### src/hw/rtl/lrtm_pkg.sv
`timescale 1ns / 1ps
// Shared types and constants for the linear recurrence term block.
// No dependencies; imported by every module of the block.
package lrtm_pkg;

    localparam int WORD_W     = 31;
    localparam int INDEX_BITS = 63;
    localparam int CNT_W      = $clog2(WORD_W);
    localparam int ADDR_W     = 3;

    localparam logic [WORD_W-1:0] MOD_RESET  = WORD_W'(1000000007);
    localparam logic [WORD_W-1:0] MULT_RESET = WORD_W'(3);

    // register index as taken from paddr[2]
    localparam logic REG_MODULUS    = 1'b0;
    localparam logic REG_MULTIPLIER = 1'b1;

    typedef logic [WORD_W-1:0] word_t;
    typedef logic [INDEX_BITS-1:0] index_t;

    // 2x2 matrix, entry {row, col}
    typedef logic [3:0][WORD_W-1:0] mat_t;

    typedef struct packed {
        logic  start;
        word_t a;
        word_t b;
        word_t addend;
    } mm_req_t;

    typedef struct packed {
        logic  done;
        word_t result;
    } mm_rsp_t;

    typedef enum logic [2:0] {
        MM_IDLE = 3'b001,
        MM_BITS = 3'b010,
        MM_ADD  = 3'b100
    } mm_state_t;

    typedef enum logic [4:0] {
        SQ_IDLE = 5'b00001,
        SQ_CRED = 5'b00010,
        SQ_PICK = 5'b00100,
        SQ_WAIT = 5'b01000,
        SQ_FIN  = 5'b10000
    } seq_state_t;

endpackage

### src/hw/rtl/lrtm_mulmod.sv
`timescale 1ns / 1ps
// Shared modular multiply-add unit: (a*b + addend) mod m, one bit of b a cycle.
// Depends on lrtm_pkg. Needs a, addend below m.
module lrtm_mulmod
    import lrtm_pkg::*;
(
    input  logic    clk,
    input  logic    rst_n,
    input  mm_req_t req,
    input  word_t   modulus,
    output mm_rsp_t rsp
);

    mm_state_t        state_reg, state_next;
    word_t            acc_reg, acc_next;
    word_t            a_reg, a_next;
    word_t            b_reg, b_next;
    word_t            add_reg, add_next;
    logic [CNT_W-1:0] cnt_reg, cnt_next;
    logic             done_reg, done_next;
    word_t            res_reg, res_next;

    logic [WORD_W:0] m_ext;
    logic [WORD_W:0] dbl;
    logic [WORD_W:0] dbl_red;
    logic [WORD_W:0] sum;
    logic [WORD_W:0] sum_red;
    logic [WORD_W:0] fin;
    logic [WORD_W:0] fin_red;

    always_comb
    begin
        m_ext   = {1'b0, modulus};
        dbl     = {acc_reg, 1'b0};
        dbl_red = (dbl >= m_ext) ? dbl - m_ext : dbl;
        sum     = dbl_red + (b_reg[WORD_W-1] ? {1'b0, a_reg} : '0);
        sum_red = (sum >= m_ext) ? sum - m_ext : sum;
        fin     = {1'b0, acc_reg} + {1'b0, add_reg};
        fin_red = (fin >= m_ext) ? fin - m_ext : fin;
    end

    always_comb
    begin
        state_next = state_reg;
        acc_next   = acc_reg;
        a_next     = a_reg;
        b_next     = b_reg;
        add_next   = add_reg;
        cnt_next   = cnt_reg;
        done_next  = 1'b0;
        res_next   = res_reg;
        case (state_reg)
            MM_IDLE:
            begin
                if (req.start)
                begin
                    a_next     = req.a;
                    b_next     = req.b;
                    add_next   = req.addend;
                    acc_next   = '0;
                    cnt_next   = CNT_W'(WORD_W - 1);
                    state_next = MM_BITS;
                end
            end
            MM_BITS:
            begin
                acc_next = sum_red[WORD_W-1:0];
                b_next   = {b_reg[WORD_W-2:0], 1'b0};
                if (cnt_reg == '0)
                begin
                    state_next = MM_ADD;
                end
                else
                begin
                    cnt_next = cnt_reg - 1'b1;
                end
            end
            MM_ADD:
            begin
                res_next   = fin_red[WORD_W-1:0];
                done_next  = 1'b1;
                state_next = MM_IDLE;
            end
            default:
            begin
                state_next = MM_IDLE;
            end
        endcase
    end

    always_ff @(posedge clk or negedge rst_n)
    begin
        if (!rst_n)
        begin
            state_reg <= MM_IDLE;
            done_reg  <= 1'b0;
            cnt_reg   <= '0;
        end
        else
        begin
            state_reg <= state_next;
            done_reg  <= done_next;
            cnt_reg   <= cnt_next;
        end
    end

    always_ff @(posedge clk)
    begin
        acc_reg <= acc_next;
        a_reg   <= a_next;
        b_reg   <= b_next;
        add_reg <= add_next;
        res_reg <= res_next;
    end

    assign rsp.done   = done_reg;
    assign rsp.result = res_reg;

endmodule

### src/hw/rtl/lrtm_seq.sv
`timescale 1ns / 1ps
// Square-and-multiply sequencer: holds the running and power matrices and
// walks the index bits, issuing each modular product to lrtm_mulmod. Uses lrtm_pkg.
module lrtm_seq
    import lrtm_pkg::*;
(
    input  logic    clk,
    input  logic    rst_n,
    input  logic    start,
    input  index_t  n,
    input  word_t   modulus,
    input  word_t   multiplier,
    input  logic    res_ready,
    output logic    idle,
    output logic    res_valid,
    output word_t   res_value,
    output mm_req_t mm_req,
    input  mm_rsp_t mm_rsp
);

    seq_state_t state_reg, state_next;
    index_t     n_reg, n_next;
    mat_t       acc_reg, acc_next;
    mat_t       x_reg, x_next;
    mat_t       t_reg, t_next;
    logic [2:0] step_reg, step_next;
    logic       sq_reg, sq_next;
    word_t      val_reg, val_next;
    mm_req_t    req_reg, req_next;
    word_t      one_w;

    // step = {row, col, k}: r[row][col] = p[row][0]*x[0][col] + p[row][1]*x[1][col]
    function automatic mm_req_t make_req(logic [2:0] s, logic sq, mat_t acc, mat_t x,
                                         word_t addend);
        mm_req_t r;
        logic [1:0] pi;
        logic [1:0] qi;
        pi       = {s[2], s[0]};
        qi       = {s[0], s[1]};
        r.start  = 1'b1;
        r.a      = sq ? x[pi] : acc[pi];
        r.b      = x[qi];
        r.addend = addend;
        return r;
    endfunction

    always_comb
    begin
        one_w      = (modulus == WORD_W'(1)) ? '0 : WORD_W'(1);
        state_next = state_reg;
        n_next     = n_reg;
        acc_next   = acc_reg;
        x_next     = x_reg;
        t_next     = t_reg;
        step_next  = step_reg;
        sq_next    = sq_reg;
        val_next   = val_reg;
        req_next   = req_reg;
        req_next.start = 1'b0;
        case (state_reg)
            SQ_IDLE:
            begin
                if (start)
                begin
                    n_next = n;
                    if (n[INDEX_BITS-1:1] == '0)
                    begin
                        val_next   = {{(WORD_W-1){1'b0}}, n[0]};
                        state_next = SQ_FIN;
                    end
                    else if (modulus == '0)
                    begin
                        val_next   = '0;
                        state_next = SQ_FIN;
                    end
                    else
                    begin
                        // reduce c modulo m first
                        req_next   = '{start: 1'b1, a: one_w, b: multiplier, addend: '0};
                        state_next = SQ_CRED;
                    end
                end
            end
            SQ_CRED:
            begin
                if (mm_rsp.done)
                begin
                    x_next     = {WORD_W'(0), one_w, one_w, mm_rsp.result};
                    acc_next   = {one_w, WORD_W'(0), WORD_W'(0), one_w};
                    state_next = SQ_PICK;
                end
            end
            SQ_PICK:
            begin
                if (n_reg == '0)
                begin
                    val_next   = acc_reg[2];
                    state_next = SQ_FIN;
                end
                else
                begin
                    sq_next    = !n_reg[0];
                    step_next  = '0;
                    req_next   = make_req(3'd0, !n_reg[0], acc_reg, x_reg, '0);
                    state_next = SQ_WAIT;
                end
            end
            SQ_WAIT:
            begin
                if (mm_rsp.done)
                begin
                    if (step_reg[0])
                    begin
                        t_next[step_reg[2:1]] = mm_rsp.result;
                    end
                    if (step_reg == 3'd7)
                    begin
                        if (sq_reg)
                        begin
                            x_next = t_next;
                            n_next = n_reg >> 1;
                        end
                        else
                        begin
                            acc_next = t_next;
                            n_next   = {n_reg[INDEX_BITS-1:1], 1'b0};
                        end
                        state_next = SQ_PICK;
                    end
                    else
                    begin
                        step_next = step_reg + 3'd1;
                        req_next  = make_req(step_reg + 3'd1, sq_reg, acc_reg, x_reg,
                                             step_reg[0] ? '0 : mm_rsp.result);
                    end
                end
            end
            SQ_FIN:
            begin
                if (res_ready)
                begin
                    state_next = SQ_IDLE;
                end
            end
            default:
            begin
                state_next = SQ_IDLE;
            end
        endcase
    end

    always_ff @(posedge clk or negedge rst_n)
    begin
        if (!rst_n)
        begin
            state_reg <= SQ_IDLE;
            req_reg   <= '0;
        end
        else
        begin
            state_reg <= state_next;
            req_reg   <= req_next;
        end
    end

    always_ff @(posedge clk)
    begin
        n_reg    <= n_next;
        acc_reg  <= acc_next;
        x_reg    <= x_next;
        t_reg    <= t_next;
        step_reg <= step_next;
        sq_reg   <= sq_next;
        val_reg  <= val_next;
    end

    assign idle      = (state_reg == SQ_IDLE);
    assign res_valid = (state_reg == SQ_FIN);
    assign res_value = val_reg;
    assign mm_req    = req_reg;

endmodule

### src/hw/rtl/linear_recurrence_term_mod.sv
`timescale 1ns / 1ps
// Top level: stream ports, register port, output register and assertions.
// Depends on lrtm_pkg, lrtm_seq and lrtm_mulmod.

// Returns term n of g(n) = c*g(n-1) + g(n-2), g(0)=0, g(1)=1, modulo the
// modulus register, by raising [[c,1],[1,0]] to the n-th power with
// square-and-multiply. One item at a time: indices 0 and 1, or a zero
// modulus, finish without any modular product. Otherwise every modular
// product runs on one shared bit-serial multiply-add unit; an item takes
// one product to reduce c, then eight per squaring and per multiply step.
// A finished result waits in the output register while the next item is
// taken. Registers: modulus at 0x0, multiplier at 0x4; write only while no
// item is in flight.
module linear_recurrence_term_mod
    import lrtm_pkg::*;
(
    input  logic              clk,
    input  logic              rst_n,
    input  logic              s_axis_tvalid,
    output logic              s_axis_tready,
    input  logic [63:0]       s_axis_tdata,   // [62:0] term_index
    output logic              m_axis_tvalid,
    input  logic              m_axis_tready,
    output logic [31:0]       m_axis_tdata,   // [30:0] term_value
    input  logic              psel,
    input  logic              penable,
    input  logic              pwrite,
    input  logic [ADDR_W-1:0] paddr,
    input  logic [31:0]       pwdata,
    output logic [31:0]       prdata,
    output logic              pready
);

    word_t   modulus_reg, modulus_next;
    word_t   multiplier_reg, multiplier_next;
    logic    out_valid_reg, out_valid_next;
    word_t   out_data_reg, out_data_next;
    logic    cfg_wr;
    logic    seq_idle;
    logic    res_valid;
    logic    res_ready;
    word_t   res_value;
    mm_req_t mm_req;
    mm_rsp_t mm_rsp;

    assign pready = 1'b1;
    assign cfg_wr = psel && penable && pwrite;
    assign prdata = {1'b0, (paddr[2] == REG_MULTIPLIER) ? multiplier_reg : modulus_reg};

    assign res_ready     = !out_valid_reg || m_axis_tready;
    assign s_axis_tready = seq_idle;

    always_comb
    begin
        modulus_next    = modulus_reg;
        multiplier_next = multiplier_reg;
        if (cfg_wr && paddr[2] == REG_MODULUS)
        begin
            modulus_next = pwdata[WORD_W-1:0];
        end
        if (cfg_wr && paddr[2] == REG_MULTIPLIER)
        begin
            multiplier_next = pwdata[WORD_W-1:0];
        end
        out_valid_next = out_valid_reg;
        out_data_next  = out_data_reg;
        if (m_axis_tready)
        begin
            out_valid_next = 1'b0;
        end
        if (res_valid && res_ready)
        begin
            out_valid_next = 1'b1;
            out_data_next  = res_value;
        end
    end

    always_ff @(posedge clk or negedge rst_n)
    begin
        if (!rst_n)
        begin
            modulus_reg    <= MOD_RESET;
            multiplier_reg <= MULT_RESET;
            out_valid_reg  <= 1'b0;
        end
        else
        begin
            modulus_reg    <= modulus_next;
            multiplier_reg <= multiplier_next;
            out_valid_reg  <= out_valid_next;
        end
    end

    always_ff @(posedge clk)
    begin
        out_data_reg <= out_data_next;
    end

    assign m_axis_tvalid = out_valid_reg;
    assign m_axis_tdata  = {1'b0, out_data_reg};

    lrtm_seq u_seq (
        .clk        (clk),
        .rst_n      (rst_n),
        .start      (s_axis_tvalid && s_axis_tready),
        .n          (s_axis_tdata[INDEX_BITS-1:0]),
        .modulus    (modulus_reg),
        .multiplier (multiplier_reg),
        .res_ready  (res_ready),
        .idle       (seq_idle),
        .res_valid  (res_valid),
        .res_value  (res_value),
        .mm_req     (mm_req),
        .mm_rsp     (mm_rsp)
    );

    lrtm_mulmod u_mulmod (
        .clk     (clk),
        .rst_n   (rst_n),
        .req     (mm_req),
        .modulus (modulus_reg),
        .rsp     (mm_rsp)
    );

`ifndef SYNTHESIS
    a_busy_after_accept: assert property (@(posedge clk) disable iff (!rst_n)
        s_axis_tvalid && s_axis_tready |=> !s_axis_tready)
        else $error("sequencer still idle after taking an item");

    a_result_loaded: assert property (@(posedge clk) disable iff (!rst_n)
        res_valid && res_ready |=> m_axis_tvalid)
        else $error("finished result not loaded into output register");

    a_result_reduced: assert property (@(posedge clk) disable iff (!rst_n)
        m_axis_tvalid && modulus_reg > WORD_W'(1) |-> out_data_reg < modulus_reg)
        else $error("result not reduced below modulus");
`endif

endmodule

### config.mk
export PLATFORM = sky130hd
export DESIGN_NAME = linear_recurrence_term_mod
export DESIGN_NICKNAME = d
export VERILOG_FILES = /design/src/hw/rtl/lrtm_pkg.sv /design/src/hw/rtl/lrtm_mulmod.sv /design/src/hw/rtl/lrtm_seq.sv /design/src/hw/rtl/linear_recurrence_term_mod.sv
export SDC_FILE = /design/constraint.sdc
export NUM_CORES = 2
export LEC_CHECK = 0
export BUFFER_PORTS_ARGS = -buffer_cell sky130_fd_sc_hd__buf_4
export CORE_ASPECT_RATIO = 0.6
export CORE_MARGIN = 2
export CORE_UTILIZATION = 60
export DETAILED_ROUTE_END_ITERATION = 6
export GPL_ROUTABILITY_DRIVEN = 0
export PLACE_DENSITY_LB_ADDON = 0.2
export SLEW_MARGIN = 25
export SYNTH_ARGS = -nofsm -noshare
export SYNTH_HDL_FRONTEND = slang
export SYNTH_SLANG_ARGS = --single-unit
export TNS_END_PERCENT = 100
### constraint.sdc
create_clock -name clk -period 16.09 [get_ports clk]
set_input_delay 0.8045 -clock clk [delete_from_list [all_inputs] [get_ports clk]]
set_output_delay 0.8045 -clock clk [all_outputs]
set_load 0.02 [all_outputs]
* Word level (Yosys, flattened, before mapping) *
Cells that the tools add are included.

word-level totals
  output and inout port bits = 67
  input port bits = 106
  flip-flop bits (word level) = 827

cells by class
  multiplexer cells = 72
  bitwise gates (word level) = 2
  reductions and logical operators = 35
  magnitude comparators = 7
  equality and inequality tests = 26
  add/subtract/negate cells = 7

operator list
  kind                                                              number
  124-bit two-way mux                                               9
  94-bit two-way mux                                                6
  31-bit two-way mux                                                17
  124-bit one-hot mux with 2 select lines                           2
  94-bit one-hot mux with 3 select lines                            1
  63-bit two-way mux                                                4
  31-bit binary-select mux with 2-bit select                        3
  31-bit one-hot mux with 2 select lines                            3
  63-bit one-hot mux with 2 select lines                            1
  124-bit bitwise mux                                               1
  32-bit by 31-bit greater-or-equal comparator with 1-bit output    3
  63-bit zero test                                                  1
  31-bit demux with 2-bit select                                    1
  62-bit zero test                                                  1
  31-bit subtractor                                                 2
  5-bit two-way mux                                                 10
  31-bit by 31-bit adder with 32-bit output                         1
  32-bit by 31-bit adder with 32-bit output                         1
  32-bit two-way mux                                                1
  32-bit by 31-bit subtractor with 32-bit output                    1
  31-bit by 1-bit == test with 1-bit output, second input constant  1
  31-bit zero test                                                  1
  5-bit one-hot mux with 5 select lines                             1
  5-bit AND reduction                                               4
  30 further kinds                                                  73

* Depth between registers and ports, before layout *
  depth after elaboration = 10
  gate-level depth with buffers = 36
  mapped depth without buffers = 31

* Hierarchy *
A second synthesis with hierarchy kept.

unflattened totals
  cell total of the unflattened synthesis = 3552
  area total of the unflattened synthesis = 44287.5 um2

by module, submodules not included
  module                      cells each  instances  area each (um2)
  lrtm_seq                    1712        1          25603.3
  lrtm_mulmod                 1632        1          14809.2
  linear_recurrence_term_mod  208         1          3875.0

* Worst setup path before layout *
Ideal clock, no wire load.

  path kind = flip-flop to flip-flop
  from = register u_seq.state_reg[4]
  to = register u_seq.acc_reg[0] in the netlist's numbering (enable)
  buffers on the path = 1
  clock period less this slack = 11.460 ns
  arrival time = 10.664 ns
  stages on the path, launching flop included = 7
  required time = 15.294 ns
  slack = 4.630 ns
  path through = dfrtp_1 > or3_1 > nor3b_1 > clkbuf_1 > nand2_1 > a21boi_0 > a21boi_0

on the way
  longest elaborated chain between the ends = 3

RTL lines
  element                                                                                                      line             text
  from (decl)                                                                                                  lrtm_seq.sv:21   seq_state_t state_reg, state_next;
  from (signal assigned)                                                                                       lrtm_seq.sv:161  state_reg <= state_next;
  5-bit by 4-bit == test with 1-bit output / 5-bit by 2-bit == test with 1-bit output (equally long branches)  lrtm_seq.sv:60   case (state_reg)
  2-bit inequality test (no source line), or another cell as far along                                         --
  5-bit AND reduction (no source line) (*)                                                                     --
  to (signal assigned)                                                                                         lrtm_seq.sv:169  acc_reg <= acc_next;
  to (decl)                                                                                                    lrtm_seq.sv:23   mat_t acc_reg, acc_next;

Mark *: on every way between the ends. The rest lies on a longest branch, timed or not.
A chain may end at the register's enable or synchronous reset.

* Worst setup path in the final report *
  from = register modulus_reg[11]
  to = register u_mulmod.acc_reg[20], data pin

on the way
  longest elaborated chain between the ends = 6

RTL lines
  element                                                                                                                                  line                              text
  from (decl)                                                                                                                              linear_recurrence_term_mod.sv:34  word_t modulus_reg, modulus_next;
  from (signal assigned)                                                                                                                   linear_recurrence_term_mod.sv:88  modulus_reg <= modulus_next;
  32-bit by 31-bit subtractor with 32-bit output / 32-bit by 31-bit greater-or-equal comparator with 1-bit output (equally long branches)  lrtm_mulmod.sv:35                 dbl_red = (dbl >= m_ext) ? dbl - m_ext : dbl;
  32-bit two-way mux                                                                                                                       lrtm_mulmod.sv:35
  32-bit by 31-bit adder with 32-bit output                                                                                                lrtm_mulmod.sv:36                 sum = dbl_red + (b_reg[WORD_W-1] ? {1'b0, a_reg} : '0);
  31-bit subtractor / 32-bit by 31-bit greater-or-equal comparator with 1-bit output (equally long branches)                               lrtm_mulmod.sv:37                 sum_red = (sum >= m_ext) ? sum - m_ext : sum;
  31-bit two-way mux (*)                                                                                                                   lrtm_mulmod.sv:37
  31-bit one-hot mux with 2 select lines (*)                                                                                               lrtm_mulmod.sv:52                 case (state_reg)
  to (signal assigned)                                                                                                                     lrtm_mulmod.sv:109                acc_reg <= acc_next;
  to (decl)                                                                                                                                lrtm_mulmod.sv:15                 word_t acc_reg, acc_next;

Marked as above.

==> impl.org <==
** Logic synthesis
- sky130_fd_sc_hd__edfxtp_1 takes more of the synthesized area than any other cell.
- FFs w/ async S/R, synth :: 20.7%
- Number of enable-type register cells in the synthesized netlist :: 656
- Multiplexer area fraction after synthesis :: 12.5%
- Number of different library cells in the post-synthesis netlist :: 96
- XOR/XNOR Fraction of Synth Area :: around 2.7%
- Top cells by area, synth :: sky130_fd_sc_hd__edfxtp_1, sky130_fd_sc_hd__dfrtp_1, sky130_fd_sc_hd__mux2_2
- Post-synth top flop :: sky130_fd_sc_hd__edfxtp_1
- Synthesized-area fraction occupied by adder cells :: 4.72%
- Register area share after synthesis :: 54.2%
- Total number of yosys warnings :: 0
- In the synthesized netlist, the number of instances is between 3000 and 4000.
- Compound-Gate Fraction of Synth Area :: 11.5%
- Synthesis inferred just over 800 register bits.
- Fraction of synthesized cell area taken by the top area cell type :: around 45%
- Synth Area per Inst :: around 12 µm²
- Simple-gate share of the synthesized area :: roughly an eighth
- Summing every instance area after synthesis gives 0.0442 mm².
- After synthesis, the largest family of logic cells by area is multiplexers.

** CTS
- Clock slew seen by the registers of the worst setup and hold paths :: approximately 70 ps
- Clock insertion delay at the later pin of the skew report :: 660 ps
- Buffers inserted to repair hold after CTS numbered 0.
- The tree built by TritonCTS fans out to 827 sinks.
- Counting along the longest clock path gives a buffer depth of 3.
- Depth of the CTS H-tree :: 3
- The tree is rooted in a sky130_fd_sc_hd__clkbuf_16.
- Buffers inserted by post-CTS timing repair :: 0
- Total clock buffers created by CTS :: between 70 and 80
- TritonCTS built the clock tree.
- Post-cts resize count :: 0

** Setup path
- Worst endpoint data arrival time :: 11060 ps
- Critical-path cell with the highest stage delay :: sky130_fd_sc_hd__o31ai_1
- On the worst path, the slowest cell contributes a delay of 1000 ps.
- The worst setup path is captured at a flop.
- Startpoint Class :: flop
- Among cell families on the critical path, the largest total delay comes from compound AO/OA/AOI/OAI gates.
- The critical path contains buffers and inverters numbering 3 combined.
- Critical Path RT :: around 16000 ps
- Maximum fanout encountered on the critical timing path :: between 40 and 50
- The critical path is of the reg -> reg type.
- Among the stages of the critical path, the cell type that occurs most often is sky130_fd_sc_hd__o31ai_1.

** Power
- Switching power share of the total :: 44.2%
- Power spread over the standard cell area amounts to 231 mW/mm².
- Peak VDD IR :: 0.214 mV
- Net switching power :: 5.02 mW
- Static Leak :: 18.4 nW
- The clock network is responsible for 16.8% of the overall power.
- Combinational share of power :: 58.0%
- Registers are responsible for between 20% and 30% of the overall power.
- Total internal power :: 6.33 mW

** GRT
- The number of antenna violations at the first check in global routing came to 1.
- Summed over all layers, the global routing overflow is 0.
- Entering global routing, the biggest net connects about 190 pins.
- GRT Total Usage :: 33.6%
- The via count of the first global-routing pass is 29500.
- Wire length of the first global-routing pass :: 191 mm

** Finish
- Final non-filler cell area :: 0.0491 mm²
- Layout overhead on the synthesized area :: 11.0%
- Fraction of final layout cells with drive strength greater than 1 :: 19.4%
- Fill cells :: 5326
- After the last flow step, the layout net total stands at around 4000.
- Number of standard cells in the final layout excluding fillers :: 4779
- Register area :: 0.0240 mm²
- Summing all multi-input logic gate instances after layout gives about 0.019 mm².

** Floorplan
- Number of rows in the core area :: 77
- Area of the core :: between 0.07 and 0.08 mm²
- Effective utilization at floorplan :: 60.4%
- Number of placed I/O pins :: 173
- Die footprint :: between 0.07 and 0.08 mm²
- Measured along the x axis, the die boundary spans roughly 350 µm.
- Vertical die dimension :: 214 µm

** Routing
- DRT iter0 DRCs :: around 4500
- Routed wirelength normalized by instance count :: between 20 and 30 µm
- Routed WL :: 129 mm
- Detail Route met3 WL :: roughly 18 mm
- The routed layout has 32000 vias.
- After detailed routing, the wire length on met1 is 56.4 mm.
- Topmost layer with routed signal wires :: met4
- Routed length on met2 :: between 50 and 60 mm
- Once detail routing completed, the nets flagged for antenna violations numbered 0.
- Remaining DRCs :: 0
- Number of search-and-repair iterations in the first detailed-routing pass :: 6
- Dividing the detail-routed via count by the number of cells gives 6.69.

** STA
- Period Utilization, post-route :: roughly 67%
- In this run the tightest slew margin relative to its limit is just under 20%.
- The number of max-slew violations in the final report was 0.
- Hold violation total from the final report :: 0
- Across the routed clock network, the largest skew measured is between 20 and 30 ps.
- Actual transition at the worst max-transition pin :: 1200 ps
- In the final timing run, aggregate negative setup slack is 0 ps.
- The smallest clock period supported by the final layout is computed as 10710 ps.
- Based on the critical path, the design can be clocked at up to between 90 and 100 MHz.
- Setup violations remaining at the end of the flow were counted as 0.
- Unrepaired setup endpoints after global routing :: no

** Placed design
- Cell area after placement :: 0.0465 mm²
- During placement, the flow inserted port buffers numbering 165.
- Inst Count DP :: 4633
- Half-perimeter wire length after detailed placement :: approximately 88 mm

** Run
- MaxCap Viol Count :: 0

** Worst hold path
- The path class of the tightest hold or removal check is in -> async.

** Run status
- Status :: finished, final reports clean
cells in the final DEF, fill, tap and decap left out, types with 16 or more instances in the layout:
master / Yosys / layout
sky130_fd_sc_hd__a211oi_1: 22 / 22
sky130_fd_sc_hd__a21o_1: 79 / 79
sky130_fd_sc_hd__a21oi_1: 185 / 185
sky130_fd_sc_hd__a22o_1: 31 / 31
sky130_fd_sc_hd__a22oi_1: 34 / 34
sky130_fd_sc_hd__and2_1: 203 / 201
sky130_fd_sc_hd__and3_1: 17 / 17
sky130_fd_sc_hd__buf_4: 5 / 210
sky130_fd_sc_hd__clkbuf_16: 0 / 80
sky130_fd_sc_hd__clkinv_2: 0 / 16
sky130_fd_sc_hd__dfrtp_1: 151 / 151
sky130_fd_sc_hd__dfstp_2: 20 / 20
sky130_fd_sc_hd__edfxtp_1: 656 / 656
sky130_fd_sc_hd__ha_1: 159 / 157
sky130_fd_sc_hd__inv_1: 92 / 90
sky130_fd_sc_hd__mux2_2: 195 / 195
sky130_fd_sc_hd__mux2_4: 28 / 28
sky130_fd_sc_hd__mux2i_1: 83 / 83
sky130_fd_sc_hd__mux4_2: 93 / 93
sky130_fd_sc_hd__nand2_1: 399 / 397
sky130_fd_sc_hd__nand2b_1: 21 / 21
sky130_fd_sc_hd__nand3_1: 103 / 101
sky130_fd_sc_hd__nand4_1: 24 / 24
sky130_fd_sc_hd__nor2_1: 142 / 140
sky130_fd_sc_hd__nor2b_1: 19 / 17
sky130_fd_sc_hd__nor3_1: 33 / 33
sky130_fd_sc_hd__nor4_1: 51 / 51
sky130_fd_sc_hd__o2111ai_1: 23 / 23
sky130_fd_sc_hd__o21a_1: 30 / 28
sky130_fd_sc_hd__o21ai_0: 141 / 139
sky130_fd_sc_hd__o21bai_1: 24 / 24
sky130_fd_sc_hd__o221ai_1: 32 / 32
sky130_fd_sc_hd__o31ai_1: 22 / 22
sky130_fd_sc_hd__xnor2_1: 96 / 96
sky130_fd_sc_hd__xor2_1: 38 / 38
power by group through the flow:
stage          logic, mW  registers (mW)  clock network (mW)
2_1_floorplan       4.79            2.81                   0
3_3_place_gp        6.13            2.88                   0
3_5_place_dp        6.24            2.89                   0
4_1_cts             6.31            2.84                1.92
5_1_grt             7.02            2.87                2.01
6_report            6.58            2.86                1.91
cells in the mapped netlist, types with 23 or more instances:
cell                          n
sky130_fd_sc_hd__edfxtp_1   656
sky130_fd_sc_hd__nand2_1    399
sky130_fd_sc_hd__and2_1     203
sky130_fd_sc_hd__mux2_2     195
sky130_fd_sc_hd__a21oi_1    185
sky130_fd_sc_hd__ha_1       159
sky130_fd_sc_hd__dfrtp_1    151
sky130_fd_sc_hd__clkbuf_1   142
sky130_fd_sc_hd__nor2_1     142
sky130_fd_sc_hd__o21ai_0    141
sky130_fd_sc_hd__nand3_1    103
sky130_fd_sc_hd__xnor2_1     96
sky130_fd_sc_hd__mux4_2      93
sky130_fd_sc_hd__inv_1       92
sky130_fd_sc_hd__mux2i_1     83
sky130_fd_sc_hd__a21o_1      79
sky130_fd_sc_hd__nor4_1      51
sky130_fd_sc_hd__xor2_1      38
sky130_fd_sc_hd__a22oi_1     34
sky130_fd_sc_hd__nor3_1      33
sky130_fd_sc_hd__o221ai_1    32
sky130_fd_sc_hd__a22o_1      31
sky130_fd_sc_hd__o21a_1      30
sky130_fd_sc_hd__buf_1       28
sky130_fd_sc_hd__mux2_4      28
sky130_fd_sc_hd__nand4_1     24
sky130_fd_sc_hd__o21bai_1    24
sky130_fd_sc_hd__o2111ai_1   23
cell type report:
type,count,area share [%]
timing repair buffer,215,3.39
clock buffer,101,4.36
sequential,827,48.9
multi-input combinational,2511,39.2
antenna,3,0.0153
tap,987,2.51
clock inverter,42,0.927
inverter,93,0.711
through the flow:
step,power (mW),setup slack [ps],hold WS (ps),util (%)
3_3_place_gp,9.01,6320,401,63.4
4_1_cts,11.1,6070,124,67.0
2_1_floorplan,7.59,4630,400,-
5_1_grt,11.9,5160,161,67.0
6_report,11.3,5380,131,67.0
3_5_place_dp,9.12,6140,405,63.5
cells by family after synthesis:
| family | after synthesis |
|---|---|
| flops | 827 |
| fa+ha+maj | 164 |
| simple gates | 1065 |
| mux | 399 |
| compound gates | 746 |
| xor+xnor | 134 |
| other cells | 2 |
| buf+inv | 278 |
final timing paths:
kind,cells past startpoint,end,from,slack (ps)
worst max-delay path,31,u_mulmod.acc_reg[20],modulus_reg[11],5380
worst min-delay path,1,modulus_reg[7],rst_n,130
worst max register to register,31,u_mulmod.acc_reg[20],modulus_reg[11],5380
worst min register to register,0,out_data_reg[27],u_seq.res_value[27],420
max in group asynchronous,2,u_seq.mm_req[30],rst_n,14610
min in group clk,2,modulus_reg[10],pwdata[10],390
routing by layer:
metal / vias up / track usage, %
met2: 2025 / 44.1
met5: - / 0
li1: 13900 / -
met4: 0 / 8.76
met1: 15800 / 53.9
met3: 214 / 9.85
No activity file was read; power rests on OpenSTA's default activity.
